## config.mk

```make
export PLATFORM = sky130hd
export DESIGN_NAME = integer_to_ascii_radix
export DESIGN_NICKNAME = d
export VERILOG_FILES = /design/src/sv/itoa_pkg.sv /design/src/sv/integer_to_ascii_radix.sv /design/src/sv/itoa_digit_chain.sv
export SDC_FILE = /design/constraint.sdc
export NUM_CORES = 1
export LEC_CHECK = 0
export BUFFER_PORTS_ARGS = -buffer_cell sky130_fd_sc_hd__buf_2
export CORE_MARGIN = 3
export CORE_UTILIZATION = 40
export DETAILED_ROUTE_END_ITERATION = 8
export HOLD_SLACK_MARGIN = 0.12
export PLACE_DENSITY_LB_ADDON = 0.25
export SKIP_LAST_GASP = 1
export SLEW_MARGIN = 5
export SYNTH_ARGS = -nofsm -noshare
export SYNTH_HDL_FRONTEND = slang
export SYNTH_SLANG_ARGS = --single-unit
```

## constraint.sdc

```tcl
create_clock -name clock -period 5.2 [get_ports clock]
set_input_delay 0.52 -clock clock [delete_from_list [all_inputs] [get_ports clock]]
set_output_delay 0.52 -clock clock [all_outputs]
set_load 0.05 [all_outputs]
```

## src/sv/itoa_pkg.sv

```systemverilog
`timescale 1ns / 1ps
// itoa_pkg: shared types, constants and glyph lookup for the integer to ascii block
// no dependencies

package itoa_pkg;

   localparam int VALUE_WIDTH = 32;
   localparam int IN_VALUE_W  = 32;
   localparam int NUM_DIGITS  = VALUE_WIDTH;
   localparam int DIGIT_IDX_W = $clog2(NUM_DIGITS);
   localparam int COUNT_W     = $clog2(NUM_DIGITS + 1);
   localparam int LEN_W       = 6;

   localparam logic [2:0] MODE_SDEC = 3'd0;
   localparam logic [2:0] MODE_UDEC = 3'd1;
   localparam logic [2:0] MODE_HEX  = 3'd2;
   localparam logic [2:0] MODE_OCT  = 3'd3;
   localparam logic [2:0] MODE_BIN  = 3'd4;

   localparam logic [7:0] CHAR_MINUS  = 8'h2d;
   localparam logic [7:0] CHAR_ZERO   = 8'h30;
   localparam logic [7:0] CHAR_LETTER = 8'h57;
   localparam logic [3:0] DEC_LIMIT   = 4'd5;
   localparam logic [3:0] DEC_ADJUST  = 4'd3;

   typedef enum logic [1:0] {
      RADIX_DEC = 2'd0,
      RADIX_HEX = 2'd1,
      RADIX_OCT = 2'd2,
      RADIX_BIN = 2'd3
   } radix_type;

   typedef struct packed {
      logic [IN_VALUE_W-1:0] value;
      logic [2:0]            mode;
   } req_payload_type;

   typedef struct packed {
      logic [7:0]       character;
      logic [LEN_W-1:0] total_length;
      logic             last;
   } rsp_payload_type;

   typedef struct packed {
      logic      clear;
      logic      shift;
      logic      bit_in;
      radix_type radix;
   } chain_ctl_type;

   function automatic logic [7:0] digit_glyph(input logic [3:0] digit);
      logic [7:0] wide;
      wide = {4'b0000, digit};
      if (digit < 4'd10) begin
         return CHAR_ZERO + wide;
      end
      return CHAR_LETTER + wide;
   endfunction

   function automatic radix_type radix_of(input logic [2:0] mode);
      radix_type r;
      unique case (mode)
         MODE_HEX: r = RADIX_HEX;
         MODE_OCT: r = RADIX_OCT;
         MODE_BIN: r = RADIX_BIN;
         default:  r = RADIX_DEC;
      endcase
      return r;
   endfunction

endpackage

```

## src/sv/integer_to_ascii_radix.sv

```systemverilog
`timescale 1ns / 1ps
// integer_to_ascii_radix: converts a 32-bit value to ascii characters, msb digit first
// steps: accept, bit-serial conversion of all VALUE_WIDTH (32) value bits, one sizing state,
// then one character per cycle from the output register unless rsp_ready stalls it
// a new item is accepted only in idle, once the last character of the previous one is loaded
// reset: synchronous active high, returns to idle and drops rsp_valid
// depends on itoa_pkg and itoa_digit_chain

module integer_to_ascii_radix import itoa_pkg::*; (
   input  logic            clock,
   input  logic            reset,
   input  logic            req_valid,
   output logic            req_ready,
   input  req_payload_type req_data,
   output logic            rsp_valid,
   input  logic            rsp_ready,
   output rsp_payload_type rsp_data
);

   typedef enum logic [3:0] {
      ST_IDLE = 4'b0001,
      ST_CONV = 4'b0010,
      ST_SIZE = 4'b0100,
      ST_EMIT = 4'b1000
   } state_type;

   state_type              state_ff, state_in;
   logic [VALUE_WIDTH-1:0] mag_ff, mag_in;
   logic                   neg_ff, neg_in;
   radix_type              radix_ff, radix_in;
   logic [COUNT_W-1:0]     conv_cnt_ff, conv_cnt_in;
   logic [COUNT_W-1:0]     rem_ff, rem_in;
   logic [LEN_W-1:0]       len_ff, len_in;
   logic                   rsp_valid_ff, rsp_valid_in;
   rsp_payload_type        rsp_data_ff, rsp_data_in;

   logic                   req_fire;
   logic                   load;
   logic                   neg_now;
   logic [VALUE_WIDTH-1:0] raw;
   chain_ctl_type          ctl;
   logic [3:0]             rd_digit;
   logic [COUNT_W-1:0]     digit_count;
   logic [COUNT_W-1:0]     rd_pos;

   assign req_ready = (state_ff == ST_IDLE);
   assign req_fire  = req_valid && req_ready;
   assign raw       = req_data.value[VALUE_WIDTH-1:0];
   assign neg_now   = (req_data.mode == MODE_SDEC) && raw[VALUE_WIDTH-1];
   assign load      = (state_ff == ST_EMIT) && (!rsp_valid_ff || rsp_ready);
   assign rd_pos    = rem_ff - COUNT_W'(1);

   always_comb begin
      ctl.clear  = req_fire;
      ctl.shift  = (state_ff == ST_CONV);
      ctl.bit_in = mag_ff[VALUE_WIDTH-1];
      ctl.radix  = radix_ff;
   end

   itoa_digit_chain u_chain (
      .clock       (clock),
      .ctl         (ctl),
      .rd_idx      (rd_pos[DIGIT_IDX_W-1:0]),
      .rd_digit    (rd_digit),
      .digit_count (digit_count)
   );

   always_comb begin
      state_in     = state_ff;
      mag_in       = mag_ff;
      neg_in       = neg_ff;
      radix_in     = radix_ff;
      conv_cnt_in  = conv_cnt_ff;
      rem_in       = rem_ff;
      len_in       = len_ff;
      rsp_valid_in = rsp_valid_ff && !rsp_ready;
      rsp_data_in  = rsp_data_ff;
      unique case (state_ff)
         ST_IDLE: begin
            if (req_fire) begin
               mag_in      = neg_now ? (~raw + VALUE_WIDTH'(1)) : raw;
               neg_in      = neg_now;
               radix_in    = radix_of(req_data.mode);
               conv_cnt_in = COUNT_W'(VALUE_WIDTH);
               state_in    = ST_CONV;
            end
         end
         ST_CONV: begin
            mag_in      = {mag_ff[VALUE_WIDTH-2:0], 1'b0};
            conv_cnt_in = conv_cnt_ff - COUNT_W'(1);
            if (conv_cnt_ff == COUNT_W'(1)) begin
               state_in = ST_SIZE;
            end
         end
         ST_SIZE: begin
            rem_in   = digit_count;
            len_in   = LEN_W'(digit_count) + LEN_W'(neg_ff);
            state_in = ST_EMIT;
         end
         ST_EMIT: begin
            if (load) begin
               rsp_valid_in             = 1'b1;
               rsp_data_in.total_length = len_ff;
               if (neg_ff) begin
                  rsp_data_in.character = CHAR_MINUS;
                  rsp_data_in.last      = 1'b0;
                  neg_in                = 1'b0;
               end else begin
                  rsp_data_in.character = digit_glyph(rd_digit);
                  rsp_data_in.last      = (rem_ff == COUNT_W'(1));
                  rem_in                = rd_pos;
                  if (rem_ff == COUNT_W'(1)) begin
                     state_in = ST_IDLE;
                  end
               end
            end
         end
         default: state_in = ST_IDLE;
      endcase
   end

   always_ff @(posedge clock) begin
      if (reset) begin
         state_ff     <= ST_IDLE;
         rsp_valid_ff <= 1'b0;
      end else begin
         state_ff     <= state_in;
         rsp_valid_ff <= rsp_valid_in;
      end
      mag_ff      <= mag_in;
      neg_ff      <= neg_in;
      radix_ff    <= radix_in;
      conv_cnt_ff <= conv_cnt_in;
      rem_ff      <= rem_in;
      len_ff      <= len_in;
      rsp_data_ff <= rsp_data_in;
   end

   assign rsp_valid = rsp_valid_ff;
   assign rsp_data  = rsp_data_ff;

   // digits left to emit while emitting
   a_emit_has_digit: assert property (@(posedge clock) disable iff (reset)
      (state_ff == ST_EMIT) |-> (rem_ff != '0))
      else $error("emit state with no digit left");

   // final character closes the item
   a_last_to_idle: assert property (@(posedge clock) disable iff (reset)
      (load && rsp_data_in.last) |=> (state_ff == ST_IDLE))
      else $error("last character did not end the item");

   // shown length stays in range
   a_len_range: assert property (@(posedge clock) disable iff (reset)
      rsp_valid_ff |-> (rsp_data_ff.total_length != '0 &&
                        rsp_data_ff.total_length <= LEN_W'(VALUE_WIDTH + 1)))
      else $error("total length out of range");

   // conversion runs the full bit count before sizing
   a_conv_done: assert property (@(posedge clock) disable iff (reset)
      (state_ff == ST_SIZE) |-> ($past(conv_cnt_ff) == COUNT_W'(1)))
      else $error("sizing entered before conversion finished");

endmodule

```

## src/sv/itoa_digit_chain.sv

```systemverilog
`timescale 1ns / 1ps
// itoa_digit_chain: digit shift chain, one value bit enters per cycle while ctl.shift is set, msb first
// decimal digits get the add-3 correction, power-of-two radices shift plainly
// depends on itoa_pkg

module itoa_digit_chain import itoa_pkg::*; (
   input  logic                   clock,
   input  chain_ctl_type          ctl,
   input  logic [DIGIT_IDX_W-1:0] rd_idx,
   output logic [3:0]             rd_digit,
   output logic [COUNT_W-1:0]     digit_count
);

   logic [3:0]         digit_ff [NUM_DIGITS];
   logic [3:0]         digit_in [NUM_DIGITS];
   logic [3:0]         adj      [NUM_DIGITS];
   logic               cout     [NUM_DIGITS];
   logic               cin      [NUM_DIGITS];
   logic [COUNT_W-1:0] count_ff;
   logic [COUNT_W-1:0] count_in;
   logic [3:0]         top_new;
   logic               grow;

   // carry out of each digit depends on that digit alone
   always_comb begin
      for (int j = 0; j < NUM_DIGITS; j++) begin
         if (ctl.radix == RADIX_DEC && digit_ff[j] >= DEC_LIMIT) begin
            adj[j] = digit_ff[j] + DEC_ADJUST;
         end else begin
            adj[j] = digit_ff[j];
         end
         unique case (ctl.radix)
            RADIX_DEC: cout[j] = adj[j][3];
            RADIX_HEX: cout[j] = adj[j][3];
            RADIX_OCT: cout[j] = adj[j][2];
            RADIX_BIN: cout[j] = adj[j][0];
            default:   cout[j] = adj[j][3];
         endcase
      end
      cin[0] = ctl.bit_in;
      for (int j = 1; j < NUM_DIGITS; j++) begin
         cin[j] = cout[j-1];
      end
      for (int j = 0; j < NUM_DIGITS; j++) begin
         unique case (ctl.radix)
            RADIX_DEC: digit_in[j] = {adj[j][2:0], cin[j]};
            RADIX_HEX: digit_in[j] = {adj[j][2:0], cin[j]};
            RADIX_OCT: digit_in[j] = {1'b0, adj[j][1:0], cin[j]};
            RADIX_BIN: digit_in[j] = {3'b000, cin[j]};
            default:   digit_in[j] = {adj[j][2:0], cin[j]};
         endcase
      end
   end

   // the value at most doubles per step, so at most one new digit appears
   always_comb begin
      top_new  = digit_in[count_ff[DIGIT_IDX_W-1:0]];
      grow     = (count_ff < COUNT_W'(NUM_DIGITS)) && (top_new != 4'd0);
      count_in = count_ff + COUNT_W'(grow);
   end

   always_ff @(posedge clock) begin
      if (ctl.clear) begin
         for (int j = 0; j < NUM_DIGITS; j++) begin
            digit_ff[j] <= 4'd0;
         end
         count_ff <= COUNT_W'(1);
      end else if (ctl.shift) begin
         digit_ff <= digit_in;
         count_ff <= count_in;
      end
   end

   assign rd_digit    = digit_ff[rd_idx];
   assign digit_count = count_ff;

endmodule

```

==> results of run 1 <==
[metal layers]
| layer | track usage [%] | vias to the layer above |
|---|---|---|
| li1 | - | 6468 |
| met1 | 32.05 | 6579 |
| met2 | 35.33 | 451 |
| met3 | 3.167 | 90 |
| met4 | 7.913 | 0 |
| met5 | 0 | - |
[final cells by class]
cell class                      count  area (µm²)  area share [%]
Clock inverter                      9       68.82          0.4190
Timing Repair Buffer               81       535.5           3.260
Clock buffer                       38       818.3           4.982
Multi-Input combinational cell   1348        9228           56.18
Sequential cell                   206        4796           29.20
Tap cell                          468       585.6           3.565
Inverter                          105       394.1           2.399
[power by group]
group          internal, µW  switching [µW]  total [µW]  leakage (µW)
Sequential             1730            61.6        1790       0.00175
Clock                  1130             718        1850      0.000448
Combinational           215             440         655       0.00323
Total                  3080            1220        4300       0.00543
[sequential cells by signal (all words and copies together) (netlist names), 2 cells and up]
| register | cells |
|---|---|
| conv_cnt_ff | 6 |
| len_ff | 6 |
| mag_ff | 32 |
| radix_ff | 2 |
| rem_ff | 6 |
| rsp_data | 14 |
| state_ff | 4 |
| u_chain.digit_count | 6 |
| u_chain.digit_ff | 128 |
[through the flow]
step / setup WS [ns] / instances
2_1_floorplan: 1.272 / 1776
3_3_place_gp: 1.114 / 2208
3_5_place_dp: 1.046 / 2208
4_1_cts: 1.010 / 2255
5_1_grt: 0.7586 / 2255
6_report: 0.9708 / 2255
[placed cells by master, fill, tap and decap left out, drive strengths merged, types with 13 or more instances in the layout]
master,netlist,routed
a211oi,32,32
ha,74,74
or4b,19,19
nand2,173,173
a21oi,96,96
mux4,46,46
o31ai,54,54
mux2,16,16
nand2b,16,16
dfxtp,139,139
xnor2,30,30
xor2,17,17
nand3,49,49
nor3,60,60
clkbuf,80,38
nor3b,16,16
mux2i,48,48
inv,103,102
o22ai,13,13
nor2b,21,21
o21a,23,23
buf,37,81
o21ai,246,246
edfxtp,67,67
nor2,160,160
[worst max-delay path: stages (launching register included)]
cell,delay (ns)
edfxtp_1,0.39
buf_12,0.43
nand2_2,0.52
nand2_1,0.20
mux2i_1,0.12
nor4b_1,0.46
a211oi_1,0.09
o311a_1,0.31
a2111oi_1,0.66
o32ai_2,0.16
ha_1,0.22
ha_1,0.21
nand4_1,0.12
xor2_1,0.15
nor2_1,0.05
[worst max path at each step]
stage | start | endpoint | cells past startpoint
2_1_floorplan | rem_ff[0]$_DFFE_PP_ | rsp_data[9]$_SDFFCE_PP1P_ | 13
3_3_place_gp | radix_ff[0]$_DFFE_PP_ | u_chain.digit_count[4]$_SDFFE_PP0P_ | 14
3_5_place_dp | radix_ff[0]$_DFFE_PP_ | u_chain.digit_count[4]$_SDFFE_PP0P_ | 14
4_1_cts | radix_ff[0]$_DFFE_PP_ | u_chain.digit_count[4]$_SDFFE_PP0P_ | 14
5_1_grt | radix_ff[0]$_DFFE_PP_ | u_chain.digit_count[4]$_SDFFE_PP0P_ | 14
6_report | radix_ff[0]$_DFFE_PP_ | u_chain.digit_count[4]$_SDFFE_PP0P_ | 14
[cell families after synthesis]
group	count (synthesis)	synth area share, %
simple gates	567	18.20
compound gates	548	23.02
buf+inv	222	6.115
flops	206	32.19
mux	110	11.44
fa+ha+maj	74	6.216
xor+xnor	47	2.764
other cells	2	0.05042
==> summary.txt, run 1 <==
Synthesis
  – Synth warnings: 0
  – Synth Net Count: 1889
  – Flops & latches, synth: 206
  – Leading area contributor after synthesis: dfxtp_1
  – Count of flip-flops with a built-in enable after synthesis: 67
  – Post-Syn Area per Cell: ~8.4 µm²
  – Post-Syn Instances: approximately 1800
  – Synth top area share: a little under a fifth
  – Post-synthesis async set-or-reset flop share: 0%
  – Commonest cells in the netlist: o21ai_0, nand2_1, nor2_1, dfxtp_1, inv_1
  – Synth area leaders: dfxtp_1, edfxtp_1, o21ai_0
  – Count leader, synth: o21ai_0
  – Mapped Area: about 15000 µm²
  – Library cells used by synthesis: 79
  – Seq/Total Area, Yosys: 32.19%
  – Main synth FF type: dfxtp_1

Global routing
  – Total grt overflow: 0
  – Vias in the first global route: 12520
  – GRT Util Overall: between 20% and 30%
  – Pin count of the biggest net entering global routing: 116
  – First-pass GRT wire length: 71.10 mm
  – Initial antenna violation count: 0

Setup path
  – CP Data Arrival Time: 4.64 ns
  – Critical R2R Capture: u_chain.digit_count[4]$_SDFFE_PP0P_
  – Worst-path fanout max: ~120
  – CP Class: flip-flop to flip-flop
  – Critical Path End Type: flip-flop
  – Critical path required time: approximately 5.6 ns
  – Startpoint types: flip-flop
  – Worst Reg2Reg Path Length in Cells: 14
  – RR Startpoint: radix_ff[0]$_DFFE_PP_
  – Reg2Reg Setup Slack: 0.97 ns

Finish
  – Area Overhead vs Synth: 10.27%
  – Final Cell Area: 16430 µm²
  – Layout cells sized above 1: a little over an eighth
  – Nets: ~1900
  – Utilization after layout: 44.76%
  – ANT cells: 0
  – Filler cells: 3596

Timing
  – Layout Skew: roughly 0.011 ns
  – Slew HR: approximately 22%
  – Setup TNS: 0 ns
  – Tcrit/Tclk final: about four fifths
  – Fmax: between 0.2 and 0.25 GHz
  – Final setup vio count: 0
  – RSZ-0062 raised after global routing: false
  – Hold slack: around 0.18 ns
  – Worst Tran Pin Value: about 1.2 ns
  – Final hold violation count: 0
  – Tmin final: 4.229 ns
  – Fin. max-slew vios: 0

CTS
  – Post-CTS Hold Buffers: 0
  – Clock H-tree levels: 1
  – Clock slew at reported path FFs: approximately 0.06 ns
  – Post-CTS Setup Bufs: 0
  – Clock root buffer master: clkbuf_16
  – CTS tree: built
  – Clock buffer count from CTS: 26
  – Clk_lat worst skew: about 0.55 ns
  – Post-CTS Resized: 0
  – CTS sink cnt: around 210
  – Longest Clk Path Bufs: 3

Route
  – Via Count: roughly 14000
  – Starting DRT DRC Count: between 1000 and 1500
  – DR WL met3: 3.002 mm
  – Met2 wire len: slightly above 20 mm
  – WL/cell: 20.07 µm
  – DRT met1 WL: just over 20 mm
  – Final wirelength: approximately 45 mm
  – ANT nets after route: 0
  – Residual DRC: 0
  – Via density: between 6 and 7
  – DR top layer: met4
  – Iteration count of the initial detailed-routing pass: 5

Floorplanning
  – Initial core utilization: about 40%
  – Core area: roughly 37000 µm²
  – Num rows: 70
  – Die W: roughly 200 µm
  – Die height: ~200 µm
  – I/O pins: 56
  – Die area: between 30000 and 40000 µm²

Run
  – Max-Cap Viols: 0

Min path
  – Hold/Removal Path Class: input pin to flip-flop
  – WHS Path Cells: 2
  – Min-Delay Endpoint: rsp_valid$_SDFF_PP0_
  – Hold Crit Start: reset

Placed design
  – Placement-stage cell area: about 16000 µm²
  – Routability cong.: 0.9147
  – Dpl hpwl: about 30 mm
  – IO Port Bufs: 54

Power and ir drop
  – Power per Cell Area: ~260 nW/µm²
  – Total power: roughly 4300 µW
  – Leakage Power: between 0.005 and 0.006 µW
  – Worst VDD drop: between 200 and 250 µV

Outcome
  – Run status: finished, final reports clean
Power figures use the tool's default switching activity.
==> inputs of run 2 (changes only) <==
==> constraint.sdc (replaced) <==
create_clock -name clock -period 3.56 [get_ports clock]
set_input_delay 0.356 -clock clock [delete_from_list [all_inputs] [get_ports clock]]
set_output_delay 0.356 -clock clock [all_outputs]
set_load 0.05 [all_outputs]
==> run 2 against run 1 <==
Net effect:
- utilization rose by 4.2 points
- first-iteration DRC count rose by 30%
- the flow now finishes with violations (setup timing)
- setup slack got worse by 0.98 ns
- largest cell class unchanged
- largest power group unchanged
- critical path depth did not move
- register-to-register slack got worse by 0.98 ns
- total power rose by 50%
- global-route usage rose by 1.0 points
==> summary.txt, run 2 (synthesis gave the netlist of run 1 again) <==
Route
  – Starting DRT DRC Count: about 1400
  – WL/cell: ~20 µm
  – Via density: a little under 6
  – Via Count: around 14000
  – DRT met1 WL: 21.37 mm
  – DR WL met3: about 3.6 mm
  – Residual DRC: 0
  – Iteration count of the initial detailed-routing pass: 6
  – ANT nets after route: 0
  – DR top layer: met4
  – Met2 wire len: roughly 22 mm
  – Final wirelength: between 40 and 50 mm

Floorplanning
  – I/O pins: 56
  – Die height: between 150 and 200 µm
  – Num rows: 70
  – Die W: 199.0 µm
  – Initial core utilization: approximately two fifths
  – Die area: 39590 µm²
  – Core area: 36700 µm²

Finish
  – Most common cell after layout, fill and taps aside: o21ai_0
  – Layout cells sized above 1: 21.88%
  – ANT cells: 0
  – Utilization after layout: between 40 and 50%
  – Largest register FFs: about 130
  – Area Overhead vs Synth: 20.52%
  – Most flops, register: u_chain.digit_ff
  – Most frequent cells in the layout: o21ai_0, nand2_1, nor2_1
  – Filler cells: 3442
  – Nets: slightly above 2000

Global routing
  – GRT Util Overall: roughly a quarter
  – Pin count of the biggest net entering global routing: 90
  – Vias in the first global route: approximately 13000
  – Total grt overflow: 0
  – First-pass GRT wire length: ~75 mm
  – Initial antenna violation count: 0

Timing
  – Setup TNS: -0.005195 ns
  – Worst Setup Slack, final: -0.005195 ns
  – Fmax: 0.2805 GHz
  – Tcrit/Tclk final: 100.1%
  – Final setup vio count: 1
  – Final hold violation count: 0
  – Tmin final: 3.565 ns
  – Slew HR: ~45%
  – Worst Tran Pin Value: between 0.8 and 0.9 ns
  – Layout Skew: about 0.023 ns
  – Fin. max-slew vios: 0
  – RSZ-0062 raised after global routing: true

Outcome
  – Run status: finished with violations
  – Failing checks: setup timing

CTS
  – CTS sink cnt: around 200
  – CTS tree: built
  – Clock slew at reported path FFs: about 0.060 ns
  – Clock H-tree levels: 1
  – Clock root buffer master: clkbuf_16
  – Clk_lat worst skew: 0.55 ns
  – Clock buffer count from CTS: 26
  – Longest Clk Path Bufs: 3

Setup path
  – Worst-path fanout max: 6
  – Top cell by count, worst path: buf_12
  – Critical Path End Type: flip-flop
  – Crit path cell chain: or2_4 > buf_12 > buf_12 > a211oi_4 > nor3b_2 > o31ai_2 > mux4_2 > and3_4 > o221a_4 > o32ai_2 > ha_2 > nand3_2 > or3_1 > a21oi_1
  – CP max stage cell: mux4_2
  – Reg2Reg Setup Slack: -0.005 ns
  – CP peak stage delay: 0.48 ns
  – Critical path required time: 4.03 ns
  – CP Data Arrival Time: 4.03 ns
  – Startpoint types: flip-flop
  – CP Class: flip-flop to flip-flop

Placed design
  – Dpl hpwl: 33.02 mm
  – Routability cong.: around 0.9
  – Worst-case setup slack after placement: -0.2312 ns
  – IO Port Bufs: 54

Run
  – Max-Cap Viols: 0

Power and ir drop
  – Power per Cell Area: 358.0 nW/µm²
  – Leakage Power: about 0.0063 µW
  – Worst VDD drop: 289.5 µV

Min path
  – Hold/Removal Path Class: input pin to flip-flop
## run 2: cell types whose count changed in the layout (fill, tap and decap cells not counted), moves of 4 or more
cell,previous run,this run
a2111oi_0,7,2
a211oi_1,18,9
a211oi_4,1,8
a21oi_1,96,90
a21oi_2,0,6
buf_12,5,13
buf_4,22,156
clkbuf_8,8,3
dfxtp_1,138,134
## run 2: where the power goes
group	switching, µW	total [µW]	internal (µW)
registers	66.0	2590	2530
clock network	1080	2620	1540
logic	752	1220	467
total	1890	6430	4530
## run 2: through the flow
stage / total power [µW] / area, µm² / hold slack [ns] / std cells
floorplan: 3284 / 14910 / 0.4003 / 1776
global placement: 3737 / 16620 / 0.4058 / 2340
detailed placement: 3754 / 16620 / 0.4101 / 2340
CTS: 6386 / 17580 / 0.1209 / 2393
global route: 6675 / 17950 / 0.1323 / 2401
finish: 6427 / 17950 / 0.1410 / 2401
## run 2: repair_timing
action	in CTS	in global routing
gates cloned	0	2
pin swaps	1	11
setup endpoints to repair	5	7
setup buffers	6	6
hold buffers	1	0
endpoints found under the hold margin	3	0
resized for setup	12	61
## run 2: routing by layer
layer | GRT usage, % | up-vias
li1 | - | 6772
met1 | 33.73 | 6852
met2 | 37.59 | 557
met3 | 3.049 | 77
met4 | 6.793 | 0
met5 | 0 | -
## run 2: area by class of cell
| type | count | area, µm² | area share [%] |
|---|---|---|---|
| multi-input cells | 1348 | 9550 | 53.20 |
| well taps | 468 | 585.6 | 3.262 |
| inverters | 105 | 394.1 | 2.195 |
| clock buffers | 32 | 703.2 | 3.917 |
| flip-flops and latches | 206 | 4803 | 26.76 |
| repair buffers | 228 | 1784 | 9.939 |
| clock inverters | 14 | 131.4 | 0.7318 |
## run 2: worst max-delay path: cells and delay by family (launching register included)
family	cells	cell delay, ns
multiplexers	1	0.48
flip-flops	1	0.41
buffers and inverters	2	0.29
AND/OR/NAND/NOR	5	1.18
adder cells (fa/ha/maj)	1	0.25
AO/OA/AOI/OAI	5	0.88
## run 2: path summary, 6_finish.rpt
kind / to / start / cells after the start
setup / recovery: u_chain.digit_count[5]$_SDFFE_PP0P_ / radix_ff[0]$_DFFE_PP_ / 14
hold / removal: rsp_valid$_SDFF_PP0_ / rsp_ready / 3
setup reg to reg: u_chain.digit_count[5]$_SDFFE_PP0P_ / radix_ff[0]$_DFFE_PP_ / 14
hold reg to reg: rsp_data[5]$_DFFE_PP_ / len_ff[4]$_DFFE_PP_ / 0
